**src/rtl/lirs_pkg.sv**
```systemverilog
// Shared types and constants of the linear interpolating resampler.
package lirs_pkg;

   // The emission run stops after this many results for one input item.
   localparam int MAX_RESULTS = 64;
   localparam int COUNT_BITS  = $clog2(MAX_RESULTS);

   // Commands from the controller to the datapath.
   typedef struct packed {
      logic load_pass;    // bypass: load the output with the input sample
      logic skip;         // phase at or above one: drop one from the phase
      logic start;        // begin a run: latch the base sample and difference
      logic mul;          // multiply the difference by the phase fraction, step the phase
      logic add;          // form the output sample from the product
      logic finish;       // end of run: take one off the phase or clear it
   } cmd_type;

   // Status from the datapath to the controller.
   typedef struct packed {
      logic step_zero;    // output disabled
      logic step_one;     // bypass step
      logic phase_ge_one; // current phase is at or above one
      logic next_ge_one;  // phase plus step reaches one
   } status_type;

endpackage

```
**src/rtl/lirs_datapath.sv**
```systemverilog
// Datapath of the resampler: step register, phase, sample history and interpolator.
module lirs_datapath
   import lirs_pkg::*;
#(
   parameter int SAMPLE_BITS = 16,
   parameter int FRAC_BITS   = 16
) (
   input  logic                          clock,
   input  logic                          reset,
   input  logic                          csr_wr_en,
   input  logic [FRAC_BITS+7:0]          csr_wr_data,
   input  logic signed [SAMPLE_BITS-1:0] sample,
   input  cmd_type                       cmd,
   output status_type                    status,
   output logic signed [SAMPLE_BITS-1:0] out_sample
);

   localparam int SB = SAMPLE_BITS;
   localparam int FB = FRAC_BITS;
   localparam logic [FB+8:0] PHASE_ONE = (FB+9)'(1) << FB;
   localparam logic [FB+7:0] STEP_ONE  = (FB+8)'(1) << FB;
   localparam logic [FB+7:0] MIN_STEP  = (FB+8)'(1) << (FB-6);

   logic [FB+7:0]          step_ff;
   logic [FB+8:0]          phase_ff, phase_in;
   logic signed [SB-1:0]   prev_ff;
   logic                   have_prev_ff;
   logic signed [SB-1:0]   base_ff, base_in;
   logic signed [SB:0]     diff_ff, diff_in;
   logic signed [SB+FB+1:0] prod_ff, prod_in;
   logic signed [SB-1:0]   out_ff, out_in;

   logic [FB+7:0]          step_eff;
   logic [FB+8:0]          phase_sum;
   logic signed [FB:0]     frac_s;
   logic signed [SB+FB+1:0] prod_shift;

   // Very small nonzero steps are raised so one input yields a bounded run.
   assign step_eff  = (step_ff < MIN_STEP) ? MIN_STEP : step_ff;
   assign phase_sum = phase_ff + {1'b0, step_eff};

   assign status.step_zero    = (step_ff == '0);
   assign status.step_one     = (step_ff == STEP_ONE);
   assign status.phase_ge_one = (phase_ff >= PHASE_ONE);
   assign status.next_ge_one  = (phase_sum >= PHASE_ONE);

   // The first sample stands in as its own predecessor.
   assign base_in = have_prev_ff ? prev_ff : sample;
   assign diff_in = {sample[SB-1], sample} - {base_in[SB-1], base_in};

   assign frac_s     = $signed({1'b0, phase_ff[FB-1:0]});
   assign prod_in    = diff_ff * frac_s;
   assign prod_shift = prod_ff >>> FB;
   assign out_in     = base_ff + prod_shift[SB-1:0];

   always_comb begin
      phase_in = phase_ff;
      if (cmd.skip) begin
         phase_in = phase_ff - PHASE_ONE;
      end else if (cmd.mul) begin
         phase_in = phase_sum;
      end else if (cmd.finish) begin
         phase_in = status.phase_ge_one ? (phase_ff - PHASE_ONE) : '0;
      end
   end

   always_ff @(posedge clock) begin
      if (reset) begin
         step_ff      <= '0;
         phase_ff     <= '0;
         prev_ff      <= '0;
         have_prev_ff <= 1'b0;
      end else begin
         if (csr_wr_en) begin
            step_ff <= csr_wr_data;
         end
         phase_ff <= phase_in;
         if (cmd.load_pass || cmd.skip || cmd.start) begin
            prev_ff      <= sample;
            have_prev_ff <= 1'b1;
         end
      end
   end

   always_ff @(posedge clock) begin
      if (cmd.start) begin
         base_ff <= base_in;
         diff_ff <= diff_in;
      end
      if (cmd.mul) begin
         prod_ff <= prod_in;
      end
      if (cmd.load_pass) begin
         out_ff <= sample;
      end else if (cmd.add) begin
         out_ff <= out_in;
      end
   end

   assign out_sample = out_ff;

endmodule

```
**src/rtl/lirs_ctrl.sv**
```systemverilog
// Controller state machine of the resampler: handshakes, run sequencing and result count.
module lirs_ctrl
   import lirs_pkg::*;
(
   input  logic       clock,
   input  logic       reset,
   input  logic       req_tvalid,
   output logic       req_tready,
   output logic       rsp_tvalid,
   input  logic       rsp_tready,
   output logic       rsp_tlast,
   input  status_type status,
   output cmd_type    cmd
);

   typedef enum logic [1:0] {
      ST_IDLE,
      ST_MUL,
      ST_ADD,
      ST_EMIT
   } state_type;

   localparam logic [COUNT_BITS-1:0] COUNT_MAX = COUNT_BITS'(MAX_RESULTS - 1);

   state_type             state_ff, state_in;
   logic [COUNT_BITS-1:0] count_ff, count_in;
   logic                  last_ff, last_in;
   logic                  req_fire, rsp_fire;

   assign req_tready = (state_ff == ST_IDLE);
   assign rsp_tvalid = (state_ff == ST_EMIT);
   assign rsp_tlast  = last_ff;
   assign req_fire   = req_tvalid && req_tready;
   assign rsp_fire   = rsp_tvalid && rsp_tready;

   always_comb begin
      state_in = state_ff;
      count_in = count_ff;
      last_in  = last_ff;
      cmd      = '0;
      case (state_ff)
         ST_IDLE: begin
            if (req_fire && !status.step_zero) begin
               if (status.step_one) begin
                  cmd.load_pass = 1'b1;
                  last_in       = 1'b1;
                  state_in      = ST_EMIT;
               end else if (status.phase_ge_one) begin
                  cmd.skip = 1'b1;
               end else begin
                  cmd.start = 1'b1;
                  count_in  = '0;
                  state_in  = ST_MUL;
               end
            end
         end
         ST_MUL: begin
            cmd.mul  = 1'b1;
            last_in  = status.next_ge_one || (count_ff == COUNT_MAX);
            state_in = ST_ADD;
         end
         ST_ADD: begin
            cmd.add    = 1'b1;
            cmd.finish = last_ff;
            state_in   = ST_EMIT;
         end
         ST_EMIT: begin
            if (rsp_fire) begin
               if (last_ff) begin
                  state_in = ST_IDLE;
               end else begin
                  count_in = count_ff + 1'b1;
                  state_in = ST_MUL;
               end
            end
         end
         default: begin
            state_in = ST_IDLE;
         end
      endcase
   end

   always_ff @(posedge clock) begin
      if (reset) begin
         state_ff <= ST_IDLE;
         count_ff <= '0;
         last_ff  <= 1'b0;
      end else begin
         state_ff <= state_in;
         count_ff <= count_in;
         last_ff  <= last_in;
      end
   end

`ifndef SYNTHESIS
   // Inputs are never taken while a result is on offer.
   a_one_at_a_time: assert property (@(posedge clock) disable iff (reset)
      !(req_tready && rsp_tvalid))
      else $error("input accepted while a result is pending");

   // The add step always follows a multiply step.
   a_add_after_mul: assert property (@(posedge clock) disable iff (reset)
      (state_ff == ST_ADD) |-> ($past(state_ff) == ST_MUL))
      else $error("add step without a preceding multiply");

   // Delivering the last result of a run frees the input side.
   a_last_frees_input: assert property (@(posedge clock) disable iff (reset)
      (rsp_fire && last_ff) |=> req_tready)
      else $error("input side not ready after the last result");

   // A full run ends on its final result.
   a_run_bound: assert property (@(posedge clock) disable iff (reset)
      (state_ff == ST_ADD && count_ff == COUNT_MAX) |-> last_ff)
      else $error("run exceeded the result limit");
`endif

endmodule

```
**src/rtl/linear_interpolating_resampler.sv**
```systemverilog
// Top level of the linear interpolating resampler: controller plus datapath.
//
//   Channel  Direction  Handshake               Payload
//   req      in         req_tvalid/req_tready   req_tdata: sample
//   rsp      out        rsp_tvalid/rsp_tready   rsp_tdata: out_sample, rsp_tlast: run_last
//   csr      in         csr_wr_en               csr_wr_data: phase_step
//
// A bypass step offers its result in the next cycle. An interpolated run takes each
// result through a multiply, an add and the output register, paced by the single
// shared multiplier and its registered adder. The block works on one item at a time.
// Reset is synchronous and active high and clears step, phase and sample history.
// A stalled result holds in the output register until it is taken.
module linear_interpolating_resampler
   import lirs_pkg::*;
#(
   parameter int SAMPLE_BITS = 16,
   parameter int FRAC_BITS   = 16
) (
   input  logic                                 clock,
   input  logic                                 reset,
   // Input item channel.
   input  logic                                 req_tvalid,
   output logic                                 req_tready,
   input  logic [((SAMPLE_BITS+7)/8)*8-1:0]     req_tdata,  // sample, then zero fill
   // Result item channel.
   output logic                                 rsp_tvalid,
   input  logic                                 rsp_tready,
   output logic [((SAMPLE_BITS+7)/8)*8-1:0]     rsp_tdata,  // out_sample, then zero fill
   output logic                                 rsp_tlast,  // run_last
   // Step register write port.
   input  logic                                 csr_wr_en,
   input  logic [FRAC_BITS+7:0]                 csr_wr_data  // phase_step, unsigned 8.FRAC
);

   localparam int DATA_BITS = ((SAMPLE_BITS + 7) / 8) * 8;

   cmd_type                       cmd;
   status_type                    status;
   logic signed [SAMPLE_BITS-1:0] out_sample;

   // The controller sequences each item: accept, then per result a multiply,
   // an add into the output register and the output handshake.
   lirs_ctrl u_ctrl (
      .clock      (clock),
      .reset      (reset),
      .req_tvalid (req_tvalid),
      .req_tready (req_tready),
      .rsp_tvalid (rsp_tvalid),
      .rsp_tready (rsp_tready),
      .rsp_tlast  (rsp_tlast),
      .status     (status),
      .cmd        (cmd)
   );

   // The datapath holds the step, the phase, the previous sample and the
   // interpolator, whose result waits in an output register.
   lirs_datapath #(
      .SAMPLE_BITS (SAMPLE_BITS),
      .FRAC_BITS   (FRAC_BITS)
   ) u_datapath (
      .clock       (clock),
      .reset       (reset),
      .csr_wr_en   (csr_wr_en),
      .csr_wr_data (csr_wr_data),
      .sample      ($signed(req_tdata[SAMPLE_BITS-1:0])),
      .cmd         (cmd),
      .status      (status),
      .out_sample  (out_sample)
   );

   // Unused upper bits of the data bus are driven to zero.
   assign rsp_tdata = DATA_BITS'($unsigned(out_sample));

endmodule

```
**config.mk**
```make
export PLATFORM = sky130hd
export DESIGN_NAME = linear_interpolating_resampler
export DESIGN_NICKNAME = d
export VERILOG_FILES = /design/src/rtl/lirs_pkg.sv /design/src/rtl/lirs_datapath.sv /design/src/rtl/lirs_ctrl.sv /design/src/rtl/linear_interpolating_resampler.sv
export SDC_FILE = /design/constraint.sdc
export NUM_CORES = 1
export LEC_CHECK = 0
export ABC_AREA = 0
export BUFFER_PORTS_ARGS = -buffer_cell sky130_fd_sc_hd__buf_2
export CORE_MARGIN = 2
export CORE_UTILIZATION = 32
export DETAILED_ROUTE_END_ITERATION = 8
export PLACE_DENSITY_LB_ADDON = 0.25
export SYNTH_ARGS = -nofsm -noshare
export SYNTH_HDL_FRONTEND = slang
export SYNTH_SLANG_ARGS = --single-unit
export TNS_END_PERCENT = 50
```
**constraint.sdc**
```tcl
create_clock -name clock -period 18.9 [get_ports clock]
set_input_delay 1.89 -clock clock [delete_from_list [all_inputs] [get_ports clock]]
set_output_delay 1.89 -clock clock [all_outputs]
set_load 0.02 [all_outputs]
```
==> results of run 1 <==
==> cells in the mapped netlist (19+ instances only) <==
master / number
fa_1: 268
nand3_1: 27
a21oi_1: 76
nand2_1: 190
nor3_1: 26
o21ai_0: 46
inv_1: 381
and2_1: 131
nor2_1: 128
xor2_1: 19
mux2i_1: 53
dfxtp_1: 75
xnor2_1: 53
clkbuf_1: 72
nor2b_1: 21
ha_1: 142
edfxtp_1: 65
==> sequential cells by signal (all words and copies together) (netlist names) <==
register,cells
u_datapath.step_ff,24
u_datapath.out_sample,16
u_ctrl.rsp_tlast,1
u_datapath.diff_ff,17
u_datapath.prev_ff,16
u_datapath.phase_ff,25
u_ctrl.count_ff,6
u_datapath.base_ff,16
u_ctrl.state_ff,2
u_datapath.have_prev_ff,1
u_datapath.prod_ff,16
==> cells by family after synthesis <==
logic type | count (synthesis) | synth area share (%)
and+or+nand+nor | 588 | 16.0
buffers and inverters | 467 | 9.89
adders and majority gates | 410 | 39.6
AOI/OAI and AO/OA | 240 | 8.88
DFF | 140 | 19.2
xor gates and xnor gates | 72 | 3.50
muxes | 53 | 2.94
==> area by class of cell <==
class / instances / area (um2)
clock buffer: 25 / 500
clock inverter: 7 / 38.8
fill: 5642 / 35800
inverter: 381 / 1430
multi-input combinational: 1363 / 12800
sequential: 140 / 3450
tap: 748 / 936
timing repair buffer: 75 / 405
==> worst min-delay path by stage <==
stage	start	to	slack, ns	depth (start not counted)
4_1_cts	u_datapath.prev_ff[0]	u_datapath.prev_ff[0]	0.49	2
2_1_floorplan	u_datapath.prev_ff[0]	u_datapath.prev_ff[0]	0.45	2
3_3_place_gp	u_datapath.prev_ff[0]	u_datapath.prev_ff[0]	0.47	2
5_1_grt	u_ctrl.count_ff[4]	u_ctrl.count_ff[4]	0.54	2
6_report	u_datapath.prev_ff[0]	u_datapath.prev_ff[0]	0.48	2
3_5_place_dp	u_datapath.prev_ff[0]	u_datapath.prev_ff[0]	0.47	2
==> stage by stage <==
stage | utilization, % | area (um2) | worst slack (ns)
floorplan | - | 18000 | 12.74
global placement | 34.3 | 19000 | 12.15
detailed placement | 34.3 | 19000 | 12.07
CTS | 35.3 | 19600 | 12.06
global route | 35.3 | 19600 | 11.69
finish | 35.3 | 19600 | 12.08
==> critical path: cells and delay by family (launching register included) <==
kind / cells / cell delay [ns]
xor+xnor: 1 / 0.08
compound gates: 6 / 2.04
flops: 1 / 0.88
buf+inv: 4 / 0.22
fa+ha+maj: 7 / 3.09
simple gates: 1 / 0.25
==> power by group through the flow <==
stage                     Combinational (mW)  Sequential, mW  Clock, mW
after global placement                 0.931           0.521          0
after floorplan                        0.744           0.476          0
after global routing                    1.08           0.530      0.336
after CTS                              0.950           0.519      0.327
final                                  0.935           0.518      0.315
after detailed placement               0.946           0.524          0
==> placed cells by master (no fill, tap or decap), drive strengths merged, types with 28 or more instances in the layout <==
cell type | synthesis | final
mux2i | 53 | 53
nand3 | 28 | 28
ha | 142 | 142
nor3 | 28 | 28
nor2 | 129 | 129
o21ai | 53 | 53
fa | 268 | 268
inv | 381 | 381
nand2 | 191 | 191
buf | 13 | 75
xnor2 | 53 | 53
dfxtp | 75 | 75
edfxtp | 65 | 65
a21oi | 76 | 76
and2 | 131 | 131
==> layer usage <==
layer | global-route usage [%] | share of wire, %
met1 | 20.5 | 45
met2 | 27.7 | 50
met3 | 2.10 | 3.1
met4 | 4.60 | 2.3
met5 | 0 | 0
==> results.toml, run 1 <==
[routing]
num_vias = 13027
vias_per_cell = 4.76
ant_nets = 0
routed_wirelength_um = 42900
drc_errors = 0
wl_per_cell_um = 15.7
initialDrtViolationCount = 733
first_pass_iters = 4

[floorplan]
dieArea_um2 = 58200
die_y_um = 241
core_area_um2 = 55400
initial_core_util_pct = 32.5
fp.dieW_um = 241
ioPinCount = 64
rows = 86

[cells_and_area]
final_layout_size_suffix_gt1_share_pct = 6.78
layout-area-overhead-vs-synth_pct = 8.57
final_cell_count_no_fill = 2739
nets = 2433
num_antenna_cells = 0

[status]
status = "finished clean"

[timing]
rsz0062_at_grt = "false"
slew_headroom_pct = 25.4
min_period_ns = 6.82
tns_ns = 0
worstMarginPinSlew_ns = 1.12
hold_ws_ns = 0.483
hold_viol = 0
period_share_pct = 36.1
drv_slew = 0
setup_viol = 0
fmax_ghz = 0.147
skew_ns = 0.0140

[power]
power_frac_clock_pct = 17.8
combPwrFrac_pct = 52.9
ir_worst_vdd_v = 0.0000550
p_switching_mw = 0.791
p_leak_nw = 9.41
finalPower_mw = 1.77
swShare_pct = 44.7
p_int_mw = 0.978
seqPwrFrac_pct = 29.3
power_density_nw_per_um2 = 90.4

[synthesis]
synth_top_area_cell = "fa_1"
ys_seq_elements = 140
syn_nets = 2425
synth.avg_cell_area_um2 = 9.15
yosys_warnings = 0
yosysSeqAreaShare_pct = 19.2
synthFlopType = "dfxtp_1"
ys_async_sr_fraction_pct = 0
yosysUniqueCellTypes = 82
synth.area.top_cells = "fa_1, edfxtp_1, ha_1, dfxtp_1, inv_1"
syn_inst = 1970
synth_area_um2 = 18000
synth.top_cell.area_share_pct = 29.8
synth_edf_count = 65

[setup_path]
r2r_cells = 19
r2r_end = "u_datapath.prod_ff[31]"
worstSetupEndpoint = "u_datapath.prod_ff[31]"
crit_slowest_cell = "dfxtp_1"
path_cells = "and2_1, fa_1, inv_1, fa_1, fa_1, inv_1, fa_1, fa_1, inv_1, fa_1, inv_1, ha_1, a2111oi_0, a31o_2, o21ai_1, a311oi_2, o211ai_1, a21oi_1, xnor2_1"
cp-end-kind = "register"
cp_max_fo = 20
reg2reg_setup_slack_ns = 12.08
startpoint = "u_datapath.phase_ff[7]"
r2r-start = "u_datapath.phase_ff[7]"
cpPeakStageDelay_ns = 0.88
cp_common_cell = "fa_1"
crit_arrival_ns = 7.00
setup.worst_path.start_class = "register"
crit_required_ns = 19.09
path_class = "reg2reg"

[clocking]
cts_tree = "done"
clk_path_buf_depth = 2
cts.sinks = 140
post_cts_buffers = 0
ctsResizeCount = 0
hold_buffers = 0
clockRootBuffer = "clkbuf_16"
clkTransAtPathRegs_ns = 0.06
cts_buffers = 17
insertion_delay_ns = 0.44
htree_levels = 4

[grt]
gr-usage-all-layers_pct = 15.8
grt_max_degree = 77
grt_pass1_vias = 13757
grt-ovfl-total = 0
antenna_found_initial = 0
grt_pass1_wl_um = 72400

[min_path]
min_path_type = "reg2reg"

[job]
drv_cap = 0

[placement]
routabilityCongestion = 0.826
portBuffers = 63
dp_hpwl_um = 34900
placed_cells = 2707
No activity file was read; power rests on OpenSTA's default activity.
==> inputs of run 2 (changes only) <==
--- a/config.mk
+++ b/config.mk
@@ -5,7 +5,7 @@
 export SDC_FILE = /design/constraint.sdc
 export NUM_CORES = 1
 export LEC_CHECK = 0
-export ABC_AREA = 0
+export ABC_AREA = 1
 export BUFFER_PORTS_ARGS = -buffer_cell sky130_fd_sc_hd__buf_2
 export CORE_MARGIN = 2
 export CORE_UTILIZATION = 32
==> constraint.sdc (replaced) <==
create_clock -name clock -period 6.15 [get_ports clock]
set_input_delay 0.615 -clock clock [delete_from_list [all_inputs] [get_ports clock]]
set_output_delay 0.615 -clock clock [all_outputs]
set_load 0.02 [all_outputs]
==> run 2 against run 1 <==
  * Register-to-register slack got worse by 12 ns
  * Setup slack got worse by 12 ns
  * Power rose to 2.9 times the previous value
  * Largest power group unchanged
  * Area after synthesis rose by 8.1%
  * First-iteration DRC count rose by 23%
  * Synthesized cell count rose by 31%
  * Highest routed layer unchanged
  * Global-route usage rose by 1.8 points
  * Cell count rose by 25%
  * Fmax rose by 14%
  * Count of clock-buffer cells in the layout fell by 8
  * Critical endpoint is now u_datapath.prod_ff[30]
  * Sequential power rose to 2.7 times the previous value
  * Final area rose by 10%
==> results.toml, run 2 <==
[power]
finalPower_mw = 5.22
p_leak_nw = 11.7
p_int_mw = 2.87
seqPwrFrac_pct = 27.1
p_switching_mw = 2.35
ir_worst_vdd_v = 0.000178
power_frac_clock_pct = 22.1
power_density_nw_per_um2 = 242
swShare_pct = 45.1
combPwrFrac_pct = 50.8

[setup_path]
path_cells = "nand2_1, inv_1, fa_1, inv_1, fa_1, inv_2, fa_1, fa_1, fa_1, inv_1, fa_1, inv_1, ha_1, nand4_1, nor4_2, nand3_1, nand2_1, xor2_1"
cp-end-kind = "register"
crit_buf_inv = 5
reg2reg_setup_slack_ns = 0.15
crit_cells = 18
crit_required_ns = 6.35
cp_max_fo = 9
r2r-start = "u_datapath.diff_ff[16]"
setup.worst_path.start_class = "register"
cpPeakStageDelay_ns = 0.62
path_delay_family = "adder cells"
crit_slowest_cell = "fa_1"
r2r_cells = 18
cp_common_cell = "fa_1"
crit_arrival_ns = 6.20
worstSetupEndpoint = "u_datapath.prod_ff[30]"
r2r_end = "u_datapath.prod_ff[30]"
startpoint = "u_datapath.diff_ff[16]"
path_class = "reg2reg"

[min_path]
min_path_type = "in2reg"

[floorplan]
die_y_um = 251
dieArea_um2 = 62900
fp.dieW_um = 251
rows = 90
core_area_um2 = 60200
initial_core_util_pct = 32.3
ioPinCount = 64

[clocking]
htree_levels = 4
cts_tree = "done"
clkTransAtPathRegs_ns = 0.07
insertion_delay_ns = 0.45
cts_buffers = 17
clk_path_buf_depth = 2
hold_buffers = 0
clockRootBuffer = "clkbuf_16"
cts.sinks = 140

[placement]
portBuffers = 63
place_ws_ns = 0.0231
dp_hpwl_um = 45100
routabilityCongestion = 0.894

[timing]
worstMarginPinSlew_ns = 1.18
rsz0062_at_grt = "true"
hold_viol = 0
worst_slack_ns = 0.152
slew_headroom_pct = 21.0
skew_ns = 0.0143
period_share_pct = 97.5
hold_ws_ns = 0.392
fmax_ghz = 0.167
setup_viol = 0
drv_slew = 0
min_period_ns = 6.00

[synthesis]
synth.avg_cell_area_um2 = 7.56
synthFlopType = "dfxtp_1"
yosysUniqueCellTypes = 48
yosysMostFrequentCell = "inv_1"
synth.area.top_cells = "fa_1, inv_1, nand2_1, edfxtp_1, ha_1"
yosysSeqAreaShare_pct = 17.7
ys_async_sr_fraction_pct = 0
synth_common_cells = "inv_1, nand2_1, fa_1"
synth_top_area_cell = "fa_1"
syn_inst = 2576
syn_nets = 3031
synth.top_cell.area_share_pct = 27.5
synth_edf_count = 65
yosys_warnings = 0
ys_seq_elements = 140
synth_area_um2 = 19500

[routing]
num_vias = 15954
drc_errors = 0
wl_per_cell_um = 15.8
vias_per_cell = 4.67
first_pass_iters = 6
initialDrtViolationCount = 905
routed_wirelength_um = 54000
ant_nets = 0

[cells_and_area]
final_layout_size_suffix_gt1_share_pct = 8.04
largest_reg_flops = 25
nets = 3079
n_fill_cell = 6342
num_antenna_cells = 0
final_common_cell = "inv_1"
top_register = "u_datapath.phase_ff"
reg_top3 = "u_datapath.phase_ff: 25 flops, u_datapath.step_ff: 24 flops, u_datapath.diff_ff: 17 flops"
utilization_pct = 35.8
layout-area-overhead-vs-synth_pct = 10.9
final_cell_mix = "inv_1, nand2_1, fa_1"

[grt]
grt_pass1_wl_um = 88000
grt_max_degree = 51
gr-usage-all-layers_pct = 17.6
antenna_found_initial = 0
grt_pass1_vias = 16474
grt-ovfl-total = 0

[status]
status = "finished clean"

[job]
drv_cap = 0
## run 2: cell count changes in the layout (fill, tap and decap cells not counted), moves of 53 or more
cell and change:
a21oi_1 +56, and2_1 -128, inv_1 +244, mux2i_1 -53
nand2_1 +402, o21ai_0 +62
## run 2: how the worst min path moves through the flow
stage,start,end,slack (ns),cells past startpoint
after floorplan,u_datapath.prev_ff[10],u_datapath.prev_ff[10],0.45,2
after global placement,u_datapath.prev_ff[4],u_datapath.prev_ff[4],0.46,2
after detailed placement,u_datapath.prev_ff[8],u_datapath.prev_ff[8],0.47,2
after CTS,csr_wr_data[10],u_datapath.step_ff[10],0.37,3
after global routing,csr_wr_data[13],u_datapath.step_ff[13],0.39,3
final,csr_wr_data[10],u_datapath.step_ff[10],0.39,3
## run 2: cells by family (layout without fill, tap and decap cells)
family	Yosys count	count (layout)	synth area share [%]
buf+inv	733	794	14.5
flops	140	140	17.7
simple gates	926	926	19.7
xor+xnor	66	66	2.97
compound gates	301	301	8.49
fa+ha+maj	410	410	36.7
## run 2: layer usage
metal / GRT usage (%) / share of wire (%)
met4: 4.91 / 2.3
met5: 0 / 0
met1: 23.0 / 45
met3: 1.80 / 3.5
met2: 31.0 / 49
## run 2: stage by stage
| step | setup TNS [ns] | cells | cell area, um2 |
|---|---|---|---|
| 2_1_floorplan | 0 | 2576 | 19500 |
| 3_3_place_gp | -0.0318 | 3383 | 20900 |
| 3_5_place_dp | 0 | 3383 | 20900 |
| 4_1_cts | 0 | 3415 | 21500 |
| 5_1_grt | -0.175 | 3419 | 21600 |
| 6_report | 0 | 3419 | 21600 |
## run 2: what timing repair did
item,in CTS,in global routing
buffers inserted,0,4
gates resized for setup,1,6
pin swaps,0,1
endpoints found under the setup margin,1,5
## run 2: power by group through the flow
stage / registers (mW) / clock network, mW / logic [mW]
final: 1.41 / 1.15 / 2.65
after CTS: 1.43 / 1.18 / 2.65
after detailed placement: 1.44 / 0 / 2.64
after floorplan: 1.36 / 0 / 1.92
after global placement: 1.44 / 0 / 2.61
after global routing: 1.44 / 1.22 / 3.01
## run 2: worst min-delay path, delay by kind of cell
kind                   cells  cell delay [ns]
and+or+nand+nor            2             0.11
buffers and inverters      1             0.07
## run 2: final cells by class
| class | instances | area, um2 | share of cell area (%) |
|---|---|---|---|
| Clock buffer | 17 | 425 | 1.97 |
| Clock inverter | 15 | 213 | 0.985 |
| Inverter | 631 | 2380 | 11.0 |
| Multi-Input combinational cell | 1703 | 13200 | 61.2 |
| Sequential cell | 140 | 3450 | 16.0 |
| Tap cell | 782 | 978 | 4.53 |
| Timing Repair Buffer | 131 | 926 | 4.29 |
